--- src/design/fcc_nbr_pkg.sv ---
`timescale 1ns / 1ps
// ----------------------------------------------------------------------------
// fcc_nbr_pkg
// Shared types, constants and the nearest-neighbour offset table for the
// FCC neighbour density update block.
// ----------------------------------------------------------------------------
package fcc_nbr_pkg;

  localparam int COORD_W   = 5;
  localparam int SUB_W     = 2;
  localparam int DENS_W    = 4;
  localparam int CFG_W     = 6;
  localparam int IDX_W     = 4;

  localparam logic [DENS_W-1:0] DENS_MAX      = 4'd15;
  localparam logic [CFG_W-1:0]  LATTICE_RESET = 6'd32;
  localparam logic [IDX_W-1:0]  LAST_IDX      = 4'd11;

  // command codes
  localparam logic CMD_PLACE  = 1'b0;
  localparam logic CMD_REMOVE = 1'b1;

  // cell offset codes
  localparam logic [1:0] OFS_NEG  = 2'd0;
  localparam logic [1:0] OFS_ZERO = 2'd1;
  localparam logic [1:0] OFS_POS  = 2'd2;

  typedef struct packed {
    logic [1:0]       dx;
    logic [1:0]       dy;
    logic [1:0]       dz;
    logic [SUB_W-1:0] nb;
  } nbr_ofs_t;

  typedef struct packed {
    logic             clear;
    logic             load;
    logic             issue;
    logic [IDX_W-1:0] idx;
  } ctrl_cmd_t;

  typedef struct packed {
    logic clear_done;
  } dp_status_t;

  // k-th nearest neighbour of a site in walk order (x, y, z offset, then sublattice)
  function automatic nbr_ofs_t nbr_ofs(input logic [SUB_W-1:0] sub,
                                       input logic [IDX_W-1:0] idx);
    nbr_ofs_t r;
    case ({sub, idx})
      {2'd0, 4'd0}:  r = '{OFS_NEG,  OFS_NEG,  OFS_ZERO, 2'd1};
      {2'd0, 4'd1}:  r = '{OFS_NEG,  OFS_ZERO, OFS_NEG,  2'd2};
      {2'd0, 4'd2}:  r = '{OFS_NEG,  OFS_ZERO, OFS_ZERO, 2'd1};
      {2'd0, 4'd3}:  r = '{OFS_NEG,  OFS_ZERO, OFS_ZERO, 2'd2};
      {2'd0, 4'd4}:  r = '{OFS_ZERO, OFS_NEG,  OFS_NEG,  2'd3};
      {2'd0, 4'd5}:  r = '{OFS_ZERO, OFS_NEG,  OFS_ZERO, 2'd1};
      {2'd0, 4'd6}:  r = '{OFS_ZERO, OFS_NEG,  OFS_ZERO, 2'd3};
      {2'd0, 4'd7}:  r = '{OFS_ZERO, OFS_ZERO, OFS_NEG,  2'd2};
      {2'd0, 4'd8}:  r = '{OFS_ZERO, OFS_ZERO, OFS_NEG,  2'd3};
      {2'd0, 4'd9}:  r = '{OFS_ZERO, OFS_ZERO, OFS_ZERO, 2'd1};
      {2'd0, 4'd10}: r = '{OFS_ZERO, OFS_ZERO, OFS_ZERO, 2'd2};
      {2'd0, 4'd11}: r = '{OFS_ZERO, OFS_ZERO, OFS_ZERO, 2'd3};
      {2'd1, 4'd0}:  r = '{OFS_ZERO, OFS_ZERO, OFS_NEG,  2'd2};
      {2'd1, 4'd1}:  r = '{OFS_ZERO, OFS_ZERO, OFS_NEG,  2'd3};
      {2'd1, 4'd2}:  r = '{OFS_ZERO, OFS_ZERO, OFS_ZERO, 2'd0};
      {2'd1, 4'd3}:  r = '{OFS_ZERO, OFS_ZERO, OFS_ZERO, 2'd2};
      {2'd1, 4'd4}:  r = '{OFS_ZERO, OFS_ZERO, OFS_ZERO, 2'd3};
      {2'd1, 4'd5}:  r = '{OFS_ZERO, OFS_POS,  OFS_NEG,  2'd2};
      {2'd1, 4'd6}:  r = '{OFS_ZERO, OFS_POS,  OFS_ZERO, 2'd0};
      {2'd1, 4'd7}:  r = '{OFS_ZERO, OFS_POS,  OFS_ZERO, 2'd2};
      {2'd1, 4'd8}:  r = '{OFS_POS,  OFS_ZERO, OFS_NEG,  2'd3};
      {2'd1, 4'd9}:  r = '{OFS_POS,  OFS_ZERO, OFS_ZERO, 2'd0};
      {2'd1, 4'd10}: r = '{OFS_POS,  OFS_ZERO, OFS_ZERO, 2'd3};
      {2'd1, 4'd11}: r = '{OFS_POS,  OFS_POS,  OFS_ZERO, 2'd0};
      {2'd2, 4'd0}:  r = '{OFS_ZERO, OFS_NEG,  OFS_ZERO, 2'd1};
      {2'd2, 4'd1}:  r = '{OFS_ZERO, OFS_NEG,  OFS_ZERO, 2'd3};
      {2'd2, 4'd2}:  r = '{OFS_ZERO, OFS_NEG,  OFS_POS,  2'd1};
      {2'd2, 4'd3}:  r = '{OFS_ZERO, OFS_ZERO, OFS_ZERO, 2'd0};
      {2'd2, 4'd4}:  r = '{OFS_ZERO, OFS_ZERO, OFS_ZERO, 2'd1};
      {2'd2, 4'd5}:  r = '{OFS_ZERO, OFS_ZERO, OFS_ZERO, 2'd3};
      {2'd2, 4'd6}:  r = '{OFS_ZERO, OFS_ZERO, OFS_POS,  2'd0};
      {2'd2, 4'd7}:  r = '{OFS_ZERO, OFS_ZERO, OFS_POS,  2'd1};
      {2'd2, 4'd8}:  r = '{OFS_POS,  OFS_NEG,  OFS_ZERO, 2'd3};
      {2'd2, 4'd9}:  r = '{OFS_POS,  OFS_ZERO, OFS_ZERO, 2'd0};
      {2'd2, 4'd10}: r = '{OFS_POS,  OFS_ZERO, OFS_ZERO, 2'd3};
      {2'd2, 4'd11}: r = '{OFS_POS,  OFS_ZERO, OFS_POS,  2'd0};
      {2'd3, 4'd0}:  r = '{OFS_NEG,  OFS_ZERO, OFS_ZERO, 2'd1};
      {2'd3, 4'd1}:  r = '{OFS_NEG,  OFS_ZERO, OFS_ZERO, 2'd2};
      {2'd3, 4'd2}:  r = '{OFS_NEG,  OFS_ZERO, OFS_POS,  2'd1};
      {2'd3, 4'd3}:  r = '{OFS_NEG,  OFS_POS,  OFS_ZERO, 2'd2};
      {2'd3, 4'd4}:  r = '{OFS_ZERO, OFS_ZERO, OFS_ZERO, 2'd0};
      {2'd3, 4'd5}:  r = '{OFS_ZERO, OFS_ZERO, OFS_ZERO, 2'd1};
      {2'd3, 4'd6}:  r = '{OFS_ZERO, OFS_ZERO, OFS_ZERO, 2'd2};
      {2'd3, 4'd7}:  r = '{OFS_ZERO, OFS_ZERO, OFS_POS,  2'd0};
      {2'd3, 4'd8}:  r = '{OFS_ZERO, OFS_ZERO, OFS_POS,  2'd1};
      {2'd3, 4'd9}:  r = '{OFS_ZERO, OFS_POS,  OFS_ZERO, 2'd0};
      {2'd3, 4'd10}: r = '{OFS_ZERO, OFS_POS,  OFS_ZERO, 2'd2};
      {2'd3, 4'd11}: r = '{OFS_ZERO, OFS_POS,  OFS_POS,  2'd0};
      default:       r = '{OFS_ZERO, OFS_ZERO, OFS_ZERO, 2'd0};
    endcase
    return r;
  endfunction

endpackage

--- src/design/fcc_nbr_ctrl.sv ---
`timescale 1ns / 1ps
// ----------------------------------------------------------------------------
// fcc_nbr_ctrl
// Sequencer: runs the map clearing pass after reset, accepts commands and
// steps the neighbour index through the twelve read-modify-write slots.
// ----------------------------------------------------------------------------
module fcc_nbr_ctrl (
  input  logic                    clk,
  input  logic                    rst_n,
  input  logic                    start,
  output logic                    busy,
  output fcc_nbr_pkg::ctrl_cmd_t  ctrl,
  input  fcc_nbr_pkg::dp_status_t status
);
  import fcc_nbr_pkg::*;

  typedef enum logic [1:0] {
    S_CLEAR,
    S_IDLE,
    S_RUN
  } state_t;

  state_t           state_r, state_nxt;
  logic [IDX_W-1:0] idx_r, idx_nxt;
  logic             accept;

  // a new command may enter during the last issue slot of the previous one
  assign busy   = !((state_r == S_IDLE) || ((state_r == S_RUN) && (idx_r == LAST_IDX)));
  assign accept = start && !busy;

  always_comb begin
    state_nxt = state_r;
    idx_nxt   = idx_r;
    case (state_r)
      S_CLEAR: begin
        if (status.clear_done) begin
          state_nxt = S_IDLE;
        end
      end
      S_IDLE: begin
        if (accept) begin
          state_nxt = S_RUN;
          idx_nxt   = '0;
        end
      end
      S_RUN: begin
        if (idx_r == LAST_IDX) begin
          idx_nxt   = '0;
          state_nxt = accept ? S_RUN : S_IDLE;
        end else begin
          idx_nxt = idx_r + IDX_W'(1);
        end
      end
      default: begin
        state_nxt = S_CLEAR;
        idx_nxt   = '0;
      end
    endcase
  end

  always_ff @(posedge clk) begin
    if (!rst_n) begin
      state_r <= S_CLEAR;
      idx_r   <= '0;
    end else begin
      state_r <= state_nxt;
      idx_r   <= idx_nxt;
    end
  end

  assign ctrl.clear = (state_r == S_CLEAR);
  assign ctrl.load  = accept;
  assign ctrl.issue = (state_r == S_RUN);
  assign ctrl.idx   = idx_r;

endmodule

--- config.mk ---
export PLATFORM = sky130hd
export DESIGN_NAME = fcc_nbr_ctrl
export DESIGN_NICKNAME = d
export VERILOG_FILES = /design/src/design/fcc_nbr_pkg.sv /design/src/design/fcc_nbr_ctrl.sv
export SDC_FILE = /design/constraint.sdc
export NUM_CORES = 1
export LEC_CHECK = 0
export ABC_AREA = 1
export BUFFER_PORTS_ARGS = -buffer_cell sky130_fd_sc_hd__buf_2
export CAP_MARGIN = 5
export CORE_AREA = 8 8 45 47
export CTS_CLUSTER_SIZE = 25
export DETAILED_ROUTE_END_ITERATION = 12
export DIE_AREA = 0 0 53 55
export PLACE_DENSITY = 0.46
export SYNTH_ARGS = -nofsm -noshare
export SYNTH_HDL_FRONTEND = slang
export SYNTH_SLANG_ARGS = --single-unit
export TNS_END_PERCENT = 1
--- constraint.sdc ---
create_clock -name clk -period 1.66 [get_ports clk]
set_clock_uncertainty 0.15 [all_clocks]
set_input_delay 0.166 -clock clk [delete_from_list [all_inputs] [get_ports clk]]
set_output_delay 0.166 -clock clk [all_outputs]
set_load 0.1 [all_outputs]
==> results of run 1 <==
==> flip-flops by register name (all words and copies together) (netlist names) <==
register and cells:
idx_r 4, state_r 2
==> power by group through the flow <==
stage          clock, uW  combinational (uW)  sequential (uW)
2_1_floorplan          0                 188              215
3_3_place_gp           0                 292              179
3_5_place_dp           0                 290              180
4_1_cts              157                 296              180
6_report             145                 302              180
5_1_grt              162                 320              182
==> layer usage <==
layer,wire length (um),global-route usage,share of wire,vias up
met5,0,0,0,-
met4,6,0.0517,0.0071,0
met3,61,0.0294,0.072,2
met2,436,0.113,0.52,7
met1,338,0.0731,0.40,162
li1,-,-,-,198
==> final cells by class <==
class	count	area, um2	share of cell area
inverter	10	37.5	0.0648
multi-input combinational	34	233	0.402
sequential	6	133	0.229
clock buffer	4	26.3	0.0454
tap	16	20.0	0.0346
timing repair buffer	15	130	0.225
==> synthesized netlist by cell type <==
library cell	count
xor2_1	2
nor2_1	7
a21oi_1	5
nand3b_1	1
inv_2	2
ha_1	1
dfxtp_1	6
clkinv_1	1
o21ai_1	2
buf_4	1
nand2_1	7
xnor2_1	1
a21oi_2	1
nand2_2	1
inv_1	7
nor2_2	2
nand3_1	4
==> kinds of logic after synthesis <==
group                    after synthesis
XOR/XNOR                               3
AND/OR/NAND/NOR                       22
AO/OA/AOI/OAI                          8
adder cells (fa/ha/maj)                1
buffers and inverters                 11
flip-flops                             6
==> what timing repair did <==
action	CTS	global route
cloned	0	0
endpoints found under the setup margin	2	2
buffers inserted	0	4
gates resized for setup	6	4
pin swaps	1	3
hold buffers	0	0
==> how the worst min path moves through the flow <==
stage               start                     to  slack [ns]  cells past startpoint
global placement    rst_n  idx_r[2]$_SDFFE_PN0P_        0.31                      3
detailed placement  rst_n  idx_r[0]$_SDFFE_PN0P_        0.31                      3
finish              rst_n  idx_r[0]$_SDFFE_PN0P_        0.05                      3
CTS                 rst_n  idx_r[0]$_SDFFE_PN0P_        0.04                      3
global route        rst_n  idx_r[1]$_SDFFE_PN0P_        0.08                      3
floorplan           rst_n  idx_r[0]$_SDFFE_PN0P_        0.17                      2
==> per-stage QoR <==
stage                     utilization  total power (uW)  setup TNS, ns  setup WS [ns]  hold WS (ns)
after detailed placement        0.355               470              0          0.164         0.309
after floorplan                     -               403         -0.222         -0.124         0.173
final                           0.419               627              0         0.0604        0.0512
after global routing            0.419               664        -0.0100        -0.0100        0.0750
after CTS                       0.392               634              0        0.00204        0.0412
after global placement          0.355               471              0          0.158         0.312
==> critical path, delay by kind of cell (launching register included) <==
kind,cells,cell delay (ns)
buffers and inverters,2,0.23
and+or+nand+nor,2,0.21
DFF,1,0.36
AOI/OAI and AO/OA,1,0.08
adders and majority gates,1,0.14
==> impl_metrics.toml, run 1 <==
[floorplanning]
dieArea_um2 = 2920
start_util = 0.250
rows = 14
ios = 12
die-width_um = 53
die_h_um = 55
core_area_um2 = 1380

[placed_design]
post-dp-hpwl_um = 654
dp_cells = 78
io_buffers = 11
gp_congestion = 0.726
place_area_um2 = 492

[grt]
grt_max_degree = 7
grt_pass1_vias = 396
grt-ovfl-total = 0
antenna_found_initial = 0
grt_use_total = 0.0705
grt_pass1_wl_um = 1520

[setup_path]
timing.rr.end = "idx_r[2]$_SDFFE_PN0P_"
crit_type = "reg2out"
cp.arrival_ns = 1.28
setup.worst_path.start = "idx_r[0]$_SDFFE_PN0P_"
slowest_delay_ns = 0.36
required_ns = 1.34
crit_chain = "ha_4, nand3_4, nor2_4, o21ai_2, inv_2, buf_12"
worstSetupEndpointType = "output pin"
reg2reg_slack_ns = 0.30
crit_end = "ctrl[5]"
r2r_cells = 7
start_kind = "flop"
worstPathMaxFanout = 3
cp_slowest_cell = "dfxtp_4"
regToRegStartpoint = "idx_r[0]$_SDFFE_PN0P_"

[final_layout]
fin_cells = 85
antenna_cells = 0
nets = 75
final.fill_count = 149
area_growth_pct = 67.1
final_cell_mix = "buf_2, nand2_1, inv_1"
stdcell_area_um2 = 579
drive_above_1_share = 0.536
final_common_cell = "buf_2"

[clock_tree]
cts.clk_slew.worst_paths_ns = 0.05
cts_buffers = 3
cts.sinks = 6
h-tree-depth = 1
cts_root_buf = "clkbuf_4"
cts_tree = "done"
clock_path_buffers = 2
worstSkewPairLatency_ns = 0.25

[timing]
maxSlewViolCount = 0
post-route-period-util = 0.964
hold_viol_final = 0
tightest_slew_ns = 0.490
period_minus_slack_ns = 1.60
slew_headroom = 0.676
setup_viol = 0
fmax_ghz = 0.625

[routing]
first_pass_iters = 3
antenna_left = 0
routed_wl_um = 844
wl_per_cell_um = 9.93
drt_iter0_drc = 1
vias = 369
via_per_inst = 4.34
remaining_drc_errors = 0

[synth]
synthSimpleGateAreaFrac = 0.285
syn_area_per_cell_um2 = 6.80
yosysWarnings = 0
synth-seq-cells = 6
syn_area_um2 = 347
yosysTopAreaCell = "dfxtp_1"
synth_fa_ha_area_frac = 0.0361
synth_mux_area_frac = 0
synth_top_family_by_area = "simple AND/OR/NAND/NOR gates"
synth_top_area_frac = 0.347
seq_area_frac_synth = 0.347
synthXorXnorAreaFrac = 0.0758
synth_cells = 51
synth_nets = 56
synth.distinct_cells = 17
synth_area_leaders = "dfxtp_1, inv_1, nand2_1"
synth-compound-area-share = 0.126

[pwr]
power_density_nw_per_um2 = 1080
p_int_uw = 337
leakage_uw = 0.000247
switching_share = 0.463
combinationalPowerShare = 0.481
p_seq_frac = 0.287
ir_worst_vdd_mv = 0.476
p_sw_uw = 291
clkPwrFrac = 0.232

[outcome]
status = "finished clean"

[hold_path]
hold_path.class = "in2reg"

[job]
drv_cap = 0
(Power assumes the default switching activity.)
==> inputs of run 2 (changes only) <==
PLACE_DENSITY = 0.54   (was 0.46)
==> impl_metrics.toml, run 2 (synthesis gave the netlist of run 1 again) <==
[placed_design]
place_area_um2 = 514
pre_cts_ws_ns = 0.147
gp_congestion = 0.723
io_buffers = 11
post-dp-hpwl_um = 733

[routing]
first_pass_iters = 2
routed_wl_um = 916
remaining_drc_errors = 0
drt_iter0_drc = 9
vias = 384
via_per_inst = 4.41
wl_per_cell_um = 10.5
antenna_left = 0

[clock_tree]
h-tree-depth = 1
cts_root_buf = "clkbuf_4"
cts_buffers = 3
worstSkewPairLatency_ns = 0.24
cts_tree = "done"
clock_path_buffers = 2
cts.sinks = 6
cts.clk_slew.worst_paths_ns = 0.05

[timing]
tns_ns = 0
setup_ws_ns = 0.0420
tightest_slew_ns = 0.492
slew_headroom = 0.674
fmax_ghz = 0.618
maxSlewViolCount = 0
holdWs_ns = 0.0781
grt_setup_unrepaired = "no"
post-route-period-util = 0.975
period_minus_slack_ns = 1.62
setup_viol = 0
hold_viol_final = 0

[pwr]
power_density_nw_per_um2 = 1070
leakage_uw = 0.000257
ir_worst_vdd_mv = 0.445

[job]
drv_cap = 0

[grt]
grt_use_total = 0.0711
grt_max_degree = 6
antenna_found_initial = 0
grt_pass1_wl_um = 1530
grt-ovfl-total = 0
grt_pass1_vias = 360

[final_layout]
largestRegisters = "idx_r x4, state_r x2"
final_common_cell = "buf_2"
regMostFlops = "idx_r"
nets = 77
area_growth_pct = 71.1
largest_reg_flops = 4
stdcell_area_um2 = 593
antenna_cells = 0
drive_above_1_share = 0.507
final_cell_mix = "buf_2, nand2_1, inv_1"

[outcome]
status = "finished clean"

[setup_path]
cp.arrival_ns = 1.30
crit_type = "reg2out"
worstPathMaxFanout = 4
worstSetupEndpointType = "output pin"
required_ns = 1.34
start_kind = "flop"

[floorplanning]
die-width_um = 53
core_area_um2 = 1380
rows = 14
start_util = 0.250
dieArea_um2 = 2920
die_h_um = 55
ios = 12

[hold_path]
hold_path.class = "in2reg"
## run 2: repair_timing
action                     in CTS  in global routing
setup endpoints to repair       2                  2
hold buffers                    0                  0
setup buffers                   0                  2
pin swaps                       1                  3
resized for setup               5                  3
## run 2: worst max-delay path, stage by stage, from the launching register on
cell	delay, ns
dfxtp_4	0.36
ha_4	0.17
nand3_4	0.09
nor2_4	0.04
buf_6	0.11
nor2_4	0.11
buf_12	0.18
## run 2: layout make-up
class                           count  area [um2]
Fill cell                         146         791
Multi-Input combinational cell     34         230
Timing Repair Buffer               17         149
Sequential cell                     6         130
Inverter                           10        37.5
Clock buffer                        4        26.3
Tap cell                           16        20.0
## run 2: path summary, 6_finish.rpt
path                                            start  slack (ns)  cells after the start               endpoint
worst max-delay path            idx_r[1]$_SDFFE_PN0P_        0.04                      6                   busy
worst min-delay path                            rst_n        0.08                      3  idx_r[0]$_SDFFE_PN0P_
worst max register to register  idx_r[1]$_SDFFE_PN0P_        0.24                      7  idx_r[2]$_SDFFE_PN0P_
worst min register to register  idx_r[1]$_SDFFE_PN0P_        0.36                      2  idx_r[1]$_SDFFE_PN0P_
## run 2: report_power, final
group / internal [uW] / switching, uW
registers: 157 / 12.4
clock network: 91.0 / 52.3
logic: 94.7 / 227
total: 343 / 292
## run 2: per-layer routing
metal	GRT usage	vias to the layer above	share of wire
met5	0	-	0
met4	0.0517	0	0.013
met3	0.0187	2	0.057
met2	0.113	7	0.52
met1	0.0807	173	0.41
li1	-	202	-
## run 2: per-stage QoR
| step | utilization | total power [uW] | std cells |
|---|---|---|---|
| final | 0.429 | 635 | 87 |
| after global routing | 0.429 | 666 | 87 |
| after CTS | 0.406 | 646 | 85 |
| after detailed placement | 0.372 | 491 | 81 |
| after global placement | 0.372 | 487 | 81 |
| after floorplan | - | 403 | 51 |
